File: src/rtl/core/lud_pkg.sv
// ----------------------------------------------------------------------------
// lud_pkg
// Shared types and constants of the lenient UTF-8 byte decoder.
// ----------------------------------------------------------------------------
`timescale 1ns / 1ps
`default_nettype none

package lud_pkg;

  localparam int unsigned CpW = 21;

  localparam logic [7:0] AsciiLimit = 8'h80;
  localparam logic [7:0] Lead2Mask  = 8'hE0;
  localparam logic [7:0] Lead2Pat   = 8'hC0;
  localparam logic [7:0] Lead3Mask  = 8'hF0;
  localparam logic [7:0] Lead3Pat   = 8'hE0;
  localparam logic [7:0] Lead4Mask  = 8'hF8;
  localparam logic [7:0] Lead4Pat   = 8'hF0;

  // one decoded result
  typedef struct packed {
    logic [CpW-1:0] code_point;
    logic           run_last;
  } result_t;

  // decoder state update and results for one byte
  typedef struct packed {
    logic [1:0]     be_d;
    logic [1:0]     hc_d;
    logic           held_we;
    logic [1:0]     held_idx;
    logic [1:0]     res_cnt;
    logic [CpW-1:0] cp0;
    logic [CpW-1:0] cp1;
  } step_t;

  // result buffer status
  typedef struct packed {
    logic       can_load;
    logic [1:0] count;
  } rbuf_stat_t;

  // sequence length from a lead byte, 0 when the byte cannot lead
  function automatic logic [2:0] lead_len(input logic [7:0] b);
    logic [2:0] len;
    len = 3'd0;
    if (b < AsciiLimit)                  len = 3'd1;
    else if ((b & Lead2Mask) == Lead2Pat) len = 3'd2;
    else if ((b & Lead3Mask) == Lead3Pat) len = 3'd3;
    else if ((b & Lead4Mask) == Lead4Pat) len = 3'd4;
    return len;
  endfunction

endpackage

`default_nettype wire

File: src/rtl/core/lud_in_if.sv
// ----------------------------------------------------------------------------
// lud_in_if
// Byte channel into the decoder: valid/ready with byte and end flag.
// ----------------------------------------------------------------------------
`timescale 1ns / 1ps
`default_nettype none

interface lud_in_if;
  logic       valid;
  logic       ready;
  logic [7:0] data_byte;
  logic       end_of_text;

  modport source (output valid, output data_byte, output end_of_text, input ready);
  modport sink   (input valid, input data_byte, input end_of_text, output ready);
endinterface

`default_nettype wire

File: src/rtl/core/lud_out_if.sv
// ----------------------------------------------------------------------------
// lud_out_if
// Code point channel out of the decoder: valid/ready with result fields.
// ----------------------------------------------------------------------------
`timescale 1ns / 1ps
`default_nettype none

interface lud_out_if;
  logic        valid;
  logic        ready;
  logic [20:0] code_point;
  logic        run_last;

  modport source (output valid, output code_point, output run_last, input ready);
  modport sink   (input valid, input code_point, input run_last, output ready);
endinterface

`default_nettype wire

File: src/rtl/core/lud_step.sv
// ----------------------------------------------------------------------------
// lud_step
// Combinational decode of one byte against the open sequence state.
// ----------------------------------------------------------------------------
`timescale 1ns / 1ps
`default_nettype none

module lud_step
  import lud_pkg::*;
(
  input  logic [1:0] be_i,
  input  logic [1:0] hc_i,
  input  logic [7:0] held_i [3],
  input  logic [7:0] byte_i,
  input  logic       last_i,
  output step_t      step_o
);

  logic [2:0] lead;
  logic [7:0] h0, h1, h2;

  assign lead = lead_len(byte_i);
  assign h0   = held_i[0];
  assign h1   = held_i[1];
  assign h2   = held_i[2];

  always_comb begin
    step_o          = '0;
    step_o.be_d     = be_i;
    step_o.hc_d     = hc_i;
    step_o.held_idx = hc_i;

    case (be_i)
      2'd0: begin
        if (lead == 3'd1) begin
          step_o.res_cnt = 2'd1;
          step_o.cp0     = {13'd0, byte_i};
        end else if (lead >= 3'd2 && !last_i) begin
          step_o.held_we  = 1'b1;
          step_o.held_idx = 2'd0;
          step_o.hc_d     = 2'd1;
          step_o.be_d     = lead[1:0] - 2'd1;
        end
      end
      2'd1: begin
        // final byte of the sequence: pack held bytes with this one
        step_o.res_cnt = 2'd1;
        case (hc_i)
          2'd1:    step_o.cp0 = {10'd0, h0[4:0], byte_i[5:0]};
          2'd2:    step_o.cp0 = {5'd0, h0[3:0], h1[5:0], byte_i[5:0]};
          2'd3:    step_o.cp0 = {h0[2:0], h1[5:0], h2[5:0], byte_i[5:0]};
          default: step_o.cp0 = {13'd0, byte_i};
        endcase
        step_o.be_d = 2'd0;
        step_o.hc_d = 2'd0;
      end
      default: begin
        step_o.held_we = (hc_i != 2'd3);
        step_o.hc_d    = (hc_i != 2'd3) ? hc_i + 2'd1 : hc_i;
        step_o.be_d    = be_i - 2'd1;
        if (last_i) begin
          // truncated sequence: drop lead, re-decode bytes after it
          if (hc_i == 2'd1) begin
            if (!byte_i[7]) begin
              step_o.res_cnt = 2'd1;
              step_o.cp0     = {13'd0, byte_i};
            end
          end else if (hc_i == 2'd2) begin
            if (!h1[7]) begin
              step_o.cp0 = {13'd0, h1};
              if (!byte_i[7]) begin
                step_o.res_cnt = 2'd2;
                step_o.cp1     = {13'd0, byte_i};
              end else begin
                step_o.res_cnt = 2'd1;
              end
            end else if ((h1 & Lead2Mask) == Lead2Pat) begin
              step_o.res_cnt = 2'd1;
              step_o.cp0     = {10'd0, h1[4:0], byte_i[5:0]};
            end else if (!byte_i[7]) begin
              step_o.res_cnt = 2'd1;
              step_o.cp0     = {13'd0, byte_i};
            end
          end
        end
      end
    endcase

    if (last_i) begin
      step_o.be_d = 2'd0;
      step_o.hc_d = 2'd0;
    end
  end

endmodule

`default_nettype wire

File: src/rtl/core/lud_rbuf.sv
// ----------------------------------------------------------------------------
// lud_rbuf
// Two-slot result register; loads up to two results, drains one per cycle when out_ready_i is high.
// ----------------------------------------------------------------------------
`timescale 1ns / 1ps
`default_nettype none

module lud_rbuf
  import lud_pkg::*;
(
  input  logic       clk_i,
  input  logic       rst_ni,
  input  logic       load_i,
  input  logic [1:0] cnt_i,
  input  result_t    res0_i,
  input  result_t    res1_i,
  input  logic       out_ready_i,
  output logic       out_valid_o,
  output result_t    head_o,
  output rbuf_stat_t stat_o
);

  logic [1:0] cnt_q, cnt_d;
  result_t    slot0_q, slot1_q;
  logic       pop;

  assign out_valid_o     = (cnt_q != 2'd0);
  assign head_o          = slot0_q;
  assign pop             = out_valid_o && out_ready_i;
  assign stat_o.count    = cnt_q;
  assign stat_o.can_load = (cnt_q == 2'd0) || (cnt_q == 2'd1 && pop);

  always_comb begin
    cnt_d = cnt_q;
    if (load_i)   cnt_d = cnt_i;
    else if (pop) cnt_d = cnt_q - 2'd1;
  end

  always_ff @(posedge clk_i or negedge rst_ni) begin
    if (!rst_ni) begin
      cnt_q <= 2'd0;
    end else begin
      cnt_q <= cnt_d;
    end
  end

  always_ff @(posedge clk_i) begin
    if (load_i) begin
      slot0_q <= res0_i;
      slot1_q <= res1_i;
    end else if (pop && cnt_q == 2'd2) begin
      slot0_q <= slot1_q;
    end
  end

endmodule

`default_nettype wire

File: src/rtl/core/lenient_utf8_byte_decoder_core.sv
// ----------------------------------------------------------------------------
// lenient_utf8_byte_decoder_core
// Lenient UTF-8 decoder: one text byte per transfer in, code points out.
// ----------------------------------------------------------------------------
// Accepts one byte per cycle while the result register can load. A byte
// passes an input register, is decoded against the open-sequence state,
// and its zero, one or two code points land in a two-slot result register
// that feeds the output. Output drains one code point per cycle while
// ready is high, so a byte that yields two code points (only at a text end
// inside a sequence) holds the input back; all other bytes sustain one
// transfer per cycle while the output is ready. Continuation bytes are
// packed without checking their 10xxxxxx pattern; lone continuation bytes
// and F8-FF are dropped. run_last marks the final code point caused by a byte.
// ----------------------------------------------------------------------------
`timescale 1ns / 1ps
`default_nettype none

module lenient_utf8_byte_decoder_core
  import lud_pkg::*;
(
  input  logic     clk_i,
  input  logic     rst_ni,
  lud_in_if.sink   in_i,
  lud_out_if.source out_o
);

  // input register
  logic       a_valid_q;
  logic [7:0] a_byte_q;
  logic       a_eot_q;
  logic       a_move;

  // sequence state
  logic [1:0] be_q, hc_q;
  logic [7:0] held_q [3];

  step_t      step;
  result_t    res0, res1, head;
  rbuf_stat_t rb_stat;

  // the input register refills in the cycle it hands its byte on
  assign a_move     = a_valid_q && rb_stat.can_load;
  assign in_i.ready = !a_valid_q || rb_stat.can_load;

  always_ff @(posedge clk_i or negedge rst_ni) begin
    if (!rst_ni) begin
      a_valid_q <= 1'b0;
    end else if (in_i.ready) begin
      a_valid_q <= in_i.valid;
    end
  end

  always_ff @(posedge clk_i) begin
    if (in_i.valid && in_i.ready) begin
      a_byte_q <= in_i.data_byte;
      a_eot_q  <= in_i.end_of_text;
    end
  end

  lud_step u_step (
    .be_i   (be_q),
    .hc_i   (hc_q),
    .held_i (held_q),
    .byte_i (a_byte_q),
    .last_i (a_eot_q),
    .step_o (step)
  );

  // state advances only when the byte commits its results
  always_ff @(posedge clk_i or negedge rst_ni) begin
    if (!rst_ni) begin
      be_q <= 2'd0;
      hc_q <= 2'd0;
    end else if (a_move) begin
      be_q <= step.be_d;
      hc_q <= step.hc_d;
    end
  end

  // held bytes need no reset: only entries of the open sequence are read
  always_ff @(posedge clk_i) begin
    if (a_move && step.held_we) begin
      held_q[step.held_idx] <= a_byte_q;
    end
  end

  // run_last goes on the final result of the byte
  assign res0.code_point = step.cp0;
  assign res0.run_last   = (step.res_cnt == 2'd1);
  assign res1.code_point = step.cp1;
  assign res1.run_last   = 1'b1;

  lud_rbuf u_rbuf (
    .clk_i       (clk_i),
    .rst_ni      (rst_ni),
    .load_i      (a_move),
    .cnt_i       (step.res_cnt),
    .res0_i      (res0),
    .res1_i      (res1),
    .out_ready_i (out_o.ready),
    .out_valid_o (out_o.valid),
    .head_o      (head),
    .stat_o      (rb_stat)
  );

  assign out_o.code_point = head.code_point;
  assign out_o.run_last   = head.run_last;

`ifndef SYNTHESIS
  // an open sequence always holds its lead byte
  a_open_holds_lead: assert property (@(posedge clk_i) disable iff (!rst_ni)
    (be_q != 2'd0) |-> (hc_q != 2'd0))
    else $error("open sequence without held lead byte");

  // held plus expected never exceeds a four-byte sequence
  a_seq_bound: assert property (@(posedge clk_i) disable iff (!rst_ni)
    (be_q != 2'd0) |-> (({1'b0, be_q} + {1'b0, hc_q}) <= 3'd4))
    else $error("sequence state out of range");

  // end of text always leaves the decoder idle
  a_eot_idle: assert property (@(posedge clk_i) disable iff (!rst_ni)
    (a_move && a_eot_q) |=> (be_q == 2'd0 && hc_q == 2'd0))
    else $error("state not cleared after end of text");

  // a result without run_last must have its partner still buffered
  a_pair_order: assert property (@(posedge clk_i) disable iff (!rst_ni)
    (out_o.valid && !out_o.run_last) |-> (rb_stat.count == 2'd2))
    else $error("non-final result without a following result");
`endif

endmodule

`default_nettype wire
File: src/flat_wrapper.sv
// flat-port wrapper written by rule: the top's interface ports become plain ports
module lenient_utf8_byte_decoder_core_flat import lud_pkg::*;
  (clk_i, rst_ni, in_i_valid, in_i_data_byte, in_i_end_of_text, in_i_ready, out_o_valid, out_o_code_point, out_o_run_last, out_o_ready);
  lud_in_if in_i_i ();
  lud_out_if out_o_i ();
  input  logic clk_i;
  input  logic rst_ni;
  input wire logic [$bits(in_i_i.valid)-1:0] in_i_valid;
  input wire logic [$bits(in_i_i.data_byte)-1:0] in_i_data_byte;
  input wire logic [$bits(in_i_i.end_of_text)-1:0] in_i_end_of_text;
  output wire logic [$bits(in_i_i.ready)-1:0] in_i_ready;
  output wire logic [$bits(out_o_i.valid)-1:0] out_o_valid;
  output wire logic [$bits(out_o_i.code_point)-1:0] out_o_code_point;
  output wire logic [$bits(out_o_i.run_last)-1:0] out_o_run_last;
  input wire logic [$bits(out_o_i.ready)-1:0] out_o_ready;
  assign in_i_i.valid = in_i_valid;
  assign in_i_i.data_byte = in_i_data_byte;
  assign in_i_i.end_of_text = in_i_end_of_text;
  assign in_i_ready = in_i_i.ready;
  assign out_o_valid = out_o_i.valid;
  assign out_o_code_point = out_o_i.code_point;
  assign out_o_run_last = out_o_i.run_last;
  assign out_o_i.ready = out_o_ready;
  lenient_utf8_byte_decoder_core u_core (.clk_i(clk_i), .rst_ni(rst_ni), .in_i(in_i_i), .out_o(out_o_i));
endmodule
File: config.mk
export PLATFORM = sky130hd
export DESIGN_NAME = lenient_utf8_byte_decoder_core_flat
export DESIGN_NICKNAME = d
export VERILOG_FILES = /design/src/rtl/core/lud_pkg.sv /design/src/rtl/core/lud_in_if.sv /design/src/rtl/core/lud_out_if.sv /design/src/rtl/core/lud_step.sv /design/src/rtl/core/lud_rbuf.sv /design/src/rtl/core/lenient_utf8_byte_decoder_core.sv /design/src/flat_wrapper.sv
export SDC_FILE = /design/constraint.sdc
export NUM_CORES = 1
export LEC_CHECK = 0
export BUFFER_PORTS_ARGS = -buffer_cell sky130_fd_sc_hd__clkbuf_2
export CAP_MARGIN = 5
export CORE_UTILIZATION = 35
export DETAILED_ROUTE_END_ITERATION = 7
export PLACE_DENSITY_LB_ADDON = 0.3
export REMOVE_ABC_BUFFERS = 1
export SLEW_MARGIN = 20
export SYNTH_ARGS = -nofsm -noshare
export SYNTH_HDL_FRONTEND = slang
export SYNTH_SLANG_ARGS = --single-unit
File: constraint.sdc
create_clock -name clk_i -period 5.95 [get_ports clk_i]
set_clock_uncertainty 0.15 [all_clocks]
set_input_delay 0.595 -clock clk_i [delete_from_list [all_inputs] [get_ports clk_i]]
set_output_delay 0.595 -clock clk_i [all_outputs]
set_load 0.005 [all_outputs]
==> run_results.csv, run 1 <==
group,metric,value,unit
layout,layout-drive-gt1-share,21.5,%
sta,max_freq,0.292,GHz
placed_design,dp_hpwl,4.55,mm
yosys,syn_inst,257,
detailed_routing,via_count,2204,
critical_path,start_kind,"flip-flop",
flow_run,cap_violations,0,
floorplan,die_w,95.9,um
floorplan,dieArea,9200,um^2
grt,grt_pass1_vias,1983,
yosys,netlist_top_cells_area,"edfxtp_1 (55%), dfrtp_1 (5.7%), ha_1 (3.6%)",
grt,grt_pass1_wl,10.4,mm
cts,cts_buffers,9,
critical_path,cp.arrival,3370,ps
grt,grt_antenna_before_repair,0,
min_path,min_from,"in_i_data_byte[6]",
critical_path,endpoint_kind,"flip-flop",
layout,n_antenna_cell,0,
yosys,yosysUniqueCellTypes,49,
sta,tightestPinTransition,1010,ps
critical_path,cp_max_fo,25,
yosys,synth_top_flop_cell,"edfxtp_1",
detailed_routing,drt_first_pass_iters,5,
critical_path,ff2ff_path_depth,7,
cts,cts.sink_count,64,
cts,cts.path.max_buffers,2,
floorplan,rows,33,
critical_path,r2r_end,"u_core.u_rbuf.head_o[8]",
layout,multi_input_area,1090,um^2
sta,final_hold_viol_count,0,
power_and_ir_drop,seqPwrFrac,47.4,%
detailed_routing,finalWirelength,6.58,mm
cts,clk_pin_slew,70,ps
run_status,status,"completed",
floorplan,io-pin-count,37,
grt,grt_max_degree,26,
yosys,synth_edf_count,57,
layout,syn2layout_area_growth,15.1,%
yosys,synth_top_area_share,55.4,%
sta,setup_violations,0,
sta,max-slew-margin-rel,32.6,%
floorplan,start_util,36.8,%
floorplan,die_h,95.9,um
detailed_routing,avgRoutedWirePerCell,16.4,um
power_and_ir_drop,clkPwrFrac,24.1,%
detailed_routing,drc_errors,0,
cts,root_buffer,"clkbuf_8",
yosys,ys_warn_count,0,
placed_design,gp_congestion,0.860,
layout,utilization,42.4,%
sta,tns,0,ps
yosys,yosys_register_bits,64,
layout,regArea,1890,um^2
min_path,hold_class,"input pin to flip-flop",
critical_path,r2r_slack,2530,ps
layout,nFillCells,806,
power_and_ir_drop,ir_worst_vdd,0.155,mV
detailed_routing,dr.first_iter.drc_count,297,
floorplan,core,8380,um^2
yosys,yosysSeqAreaShare,61.1,%
power_and_ir_drop,power.net_switching,0.534,mW
power_and_ir_drop,power.leakage,1.29,nW
sta,final_max_slew_viol_count,0,
sta,rsz0062_at_grt,"false",
yosys,synth_top_area_cell,"edfxtp_1",
power_and_ir_drop,p_comb_share,28.4,%
power_and_ir_drop,cellPowerDensity,434,nW/um^2
min_path,min_to,"u_core.a_byte_q[6]",
critical_path,crit_type,"flip-flop to flip-flop",
critical_path,crit_required,5900,ps
power_and_ir_drop,switching_share,34.6,%
critical_path,reg2reg_from,"u_core.u_rbuf.cnt_q[0]",
detailed_routing,vias_per_cell,5.48,
yosys,synthArstFlopShare,10.9,%
cts,worstSkewPairLatency,360,ps
grt,grtUsageTotal,15.8,%
yosys,synth_area,3090,um^2
cts,htreeDepth,3,
sta,min_period,3420,ps
layout,nets,314,
yosys,avgSynthCellArea,12.0,um^2
grt,grt_overflow,0,
detailed_routing,route.antenna.remaining_nets,0,
cts,cts_tree,"built",
sta,timing.final.crit_share,57.6,%
power_and_ir_drop,p_int,1.01,mW
min_path,holdPathStages,1,
placed_design,io_buffers,36,
==> power groups by stage <==
stage / clock [mW] / combinational [mW] / sequential (mW)
finish: 0.372 / 0.439 / 0.733
floorplan: 0 / 0.267 / 0.728
detailed placement: 0 / 0.440 / 0.744
global placement: 0 / 0.437 / 0.740
global route: 0.396 / 0.496 / 0.749
CTS: 0.378 / 0.444 / 0.735
==> worst max path at each step <==
stage,startpoint,end,slack [ps],cells after the start
finish,u_core.u_rbuf.cnt_q[0],u_core.u_rbuf.head_o[8],2530,7
global route,u_core.u_rbuf.cnt_q[0],u_core.u_rbuf.head_o[8],2220,7
CTS,u_core.u_rbuf.cnt_q[0],u_core.u_rbuf.head_o[8],2560,7
detailed placement,out_o_ready,u_core.u_rbuf.head_o[8],2570,6
global placement,out_o_ready,u_core.u_rbuf.head_o[8],2700,6
floorplan,u_core.a_byte_q[4],u_core.held_q[10],3120,7
==> layout by cell type, fill, tap and decap left out, drive strengths merged, types with 5 or more instances in the layout <==
master   n
edfxtp  57
clkbuf  45
nor2    21
nand2   14
a21oi   13
inv     13
a22oi   10
and2     9
ha       9
nand2b   7
o22ai    7
o21ai    7
dfrtp    7
nand3    6
and3     6
a31oi    5
o211ai   5
nor3     5
nor4     5
==> state kept, by name, summed over array words and instances, names as in the netlist <==
register / count
u_core.a_byte_q: 8
u_core.held_q: 19
u_core.u_rbuf.cnt_q: 2
u_core.a_valid_q: 1
u_core.be_q: 2
u_core.u_rbuf.head_o: 22
u_core.u_rbuf.slot1_q: 7
u_core.hc_q: 2
u_core.a_eot_q: 1
==> final cells by class <==
cell class                      instances  area share (%)
Sequential cell                        64            53.1
Multi-Input combinational cell        166            30.8
Timing Repair Buffer                   38            5.56
Tap cell                              105            3.70
Clock buffer                            9            3.48
Clock inverter                          7            2.01
Inverter                               13            1.37
==> metrics by stage <==
step	instances	area, um^2	hold WS (ps)	power (mW)	worst slack (ps)
floorplan	243	3020	149	0.995	3120
global placement	385	3350	285	1.18	2700
detailed placement	385	3350	292	1.18	2570
CTS	402	3550	245	1.56	2560
global route	402	3550	241	1.64	2220
finish	402	3550	254	1.54	2530
==> cells by family (layout without fill, tap and decap cells) <==
kind of cell,after synthesis,in the layout,synth area share [%]
flip-flops,64,64,61.1
buffers and inverters,27,67,3.65
adder cells (fa/ha/maj),9,9,3.65
AND/OR/NAND/NOR,83,83,14.3
AO/OA/AOI/OAI,70,70,16.0
XOR/XNOR,1,1,0.284
multiplexers,3,3,1.01
==> worst max-delay path, stage by stage (launching register included) <==
cell and delay [ps]:
dfrtp_1 390, inv_1 80, ha_1 220, a21oi_1 170
nand2b_1 620, clkinv_1 860, o21ai_0 490, o22ai_1 160
==> per-layer routing <==
metal	part of all wire, %	routed length (um)	vias to the layer above	global-route usage [%]
met5	0	0	-	0
met4	2.1	138	0	7.59
met3	7.5	495	14	5.29
met2	46	3020	100	22.9
met1	44	2930	1043	21.3
li1	-	-	1047	-
==> synth_stat cells (3+ instances only) <==
master    instances
nor4_1            4
a22o_1            4
nor2_1           21
nand3_1           6
and3_1            6
or2_2             4
clkbuf_1          9
inv_1            12
buf_2             3
a22oi_1          10
o21ai_0           7
edfxtp_1         57
nand2_1          14
dfrtp_1           7
a31oi_1           5
and2_1            9
o22ai_1           7
ha_1              9
a21oi_1          13
nand2b_1          7
nor3_1            5
o211ai_1          5
==> timing repair <==
item | 4_1_cts | 5_1_grt
setup buffers | 0 | 0
hold endpoints to repair | 7 | 0
hold buffers | 1 | 0
resized for setup | 0 | 0
No activity file was read; power rests on OpenSTA's default activity.
==> run 2: changes to the inputs <==
- clock period: 5.95 -> 3.5 ns (I/O delays scaled with it)
==> run_results.csv, run 2 (synthesized netlist as in run 1, its figures left out) <==
group,metric,value,unit
run_status,status,"completed",
critical_path,critPathCapture,"u_core.held_q[8]",
sta,max-slew-margin-rel,41.1,%
floorplan,die_w,95.9,um
power_and_ir_drop,power.net_switching,0.875,mW
power_and_ir_drop,p_total,2.60,mW
layout,design_area,3560,um^2
power_and_ir_drop,ir_worst_vdd,0.322,mV
cts,postCtsHoldBufs,1,
placed_design,dp_cells,390,
grt,grt_overflow,0,
flow_run,cap_violations,0,
critical_path,r2r_slack,970,ps
detailed_routing,drt_first_pass_iters,4,
cts,cts_buffers,9,
floorplan,dieArea,9200,um^2
power_and_ir_drop,p_int,1.72,mW
layout,final_cells,405,
sta,max_freq,0.395,GHz
layout,nets,319,
sta,final_max_slew_viol_count,0,
detailed_routing,route.antenna.remaining_nets,0,
power_and_ir_drop,switching_share,33.7,%
power_and_ir_drop,cellPowerDensity,728,nW/um^2
cts,cts_setup_buffers,0,
critical_path,startpoint,"u_core.a_byte_q[7]",
grt,grtUsageTotal,16.6,%
layout,n_antenna_cell,0,
cts,cts_tree,"built",
min_path,hold_class,"input pin to flip-flop",
power_and_ir_drop,power.leakage,1.31,nW
sta,rsz0062_at_grt,"false",
layout,largest_register_ffs,22,
layout,layout-drive-gt1-share,21.3,%
critical_path,crit_required,3390,ps
cts,htreeDepth,3,
grt,grt_max_degree,24,
sta,setup_violations,0,
detailed_routing,dr.first_iter.drc_count,177,
grt,grt_pass1_wl,10.9,mm
critical_path,r2r_end,"u_core.held_q[8]",
layout,syn2layout_area_growth,15.4,%
layout,final_common_cell,"edfxtp_1",
placed_design,gp_congestion,0.878,
cts,cts.path.max_buffers,2,
detailed_routing,drc_errors,0,
critical_path,start_kind,"flip-flop",
cts,root_buffer,"clkbuf_8",
cts,post_cts_resized,0,
sta,hold_ws,29.5,ps
power_and_ir_drop,clkPwrFrac,22.7,%
placed_design,place_area,3380,um^2
sta,min_period,2530,ps
floorplan,rows,33,
grt,grt_antenna_before_repair,0,
layout,final_cell_mix,"edfxtp_1 (57), clkbuf_2 (36), nor2_1 (21)",
critical_path,cp.arrival,2420,ps
sta,final_hold_viol_count,0,
sta,tns,0,ps
detailed_routing,vias_per_cell,5.45,
critical_path,cp_max_fo,17,
sta,setup_ws,970,ps
placed_design,io_buffers,36,
sta,tightestPinTransition,882,ps
floorplan,die_h,95.9,um
detailed_routing,finalWirelength,6.89,mm
power_and_ir_drop,seqPwrFrac,47.9,%
critical_path,ff2ff_path_depth,7,
detailed_routing,avgRoutedWirePerCell,17.0,um
floorplan,start_util,36.8,%
grt,grt_pass1_vias,2080,
critical_path,endpoint_kind,"flip-flop",
detailed_routing,via_count,2206,
cts,cts.sink_count,64,
floorplan,core,8380,um^2
floorplan,io-pin-count,37,
placed_design,pre_cts_ws,1010,ps
cts,clk_pin_slew,70,ps
sta,timing.final.crit_share,72.3,%
critical_path,reg2reg_from,"u_core.a_byte_q[7]",
placed_design,dp_hpwl,4.86,mm
power_and_ir_drop,p_comb_share,29.4,%
cts,worstSkewPairLatency,340,ps
layout,utilization,42.5,%
critical_path,crit_type,"flip-flop to flip-flop",
==> run 2: per-layer routing <==
layer | routed length (um) | GRT usage, %
met5 | 0 | 0
met4 | 110 | 8.33
met3 | 394 | 4.34
met2 | 3230 | 25.1
met1 | 3150 | 22.0
==> run 2: how the worst min path moves through the flow <==
stage	startpoint	cells after the start	end	slack, ps
after floorplan	rst_ni	0	u_core.a_valid_q	-100
after global placement	rst_ni	1	u_core.a_valid_q	60
after detailed placement	rst_ni	1	u_core.be_q[0]	50
after CTS	in_i_data_byte[6]	1	u_core.a_byte_q[6]	20
after global routing	in_i_data_byte[2]	1	u_core.a_byte_q[2]	9
final	in_i_data_byte[6]	1	u_core.a_byte_q[6]	30
==> run 2: final cells by class <==
cell class	instances	area (um^2)
multi-input cells	166	1090
fillers	805	4820
well taps	105	131
flip-flops and latches	64	1890
clock inverters	5	50.0
inverters	13	48.8
repair buffers	43	235
clock buffers	9	124
==> run 2: critical path, cell delays in order, from the launching register on <==
cell	delay, ps
edfxtp_1	630
nand2_1	250
inv_1	60
ha_1	220
a31o_2	240
a21o_2	220
nor4_1	230
buf_4	240
==> run 2: power groups by stage <==
stage	registers, mW	clock network, mW	logic, mW
2_1_floorplan	1.24	0	0.454
3_3_place_gp	1.25	0	0.755
3_5_place_dp	1.26	0	0.767
4_1_cts	1.25	0.604	0.772
5_1_grt	1.27	0.635	0.864
6_report	1.24	0.589	0.763
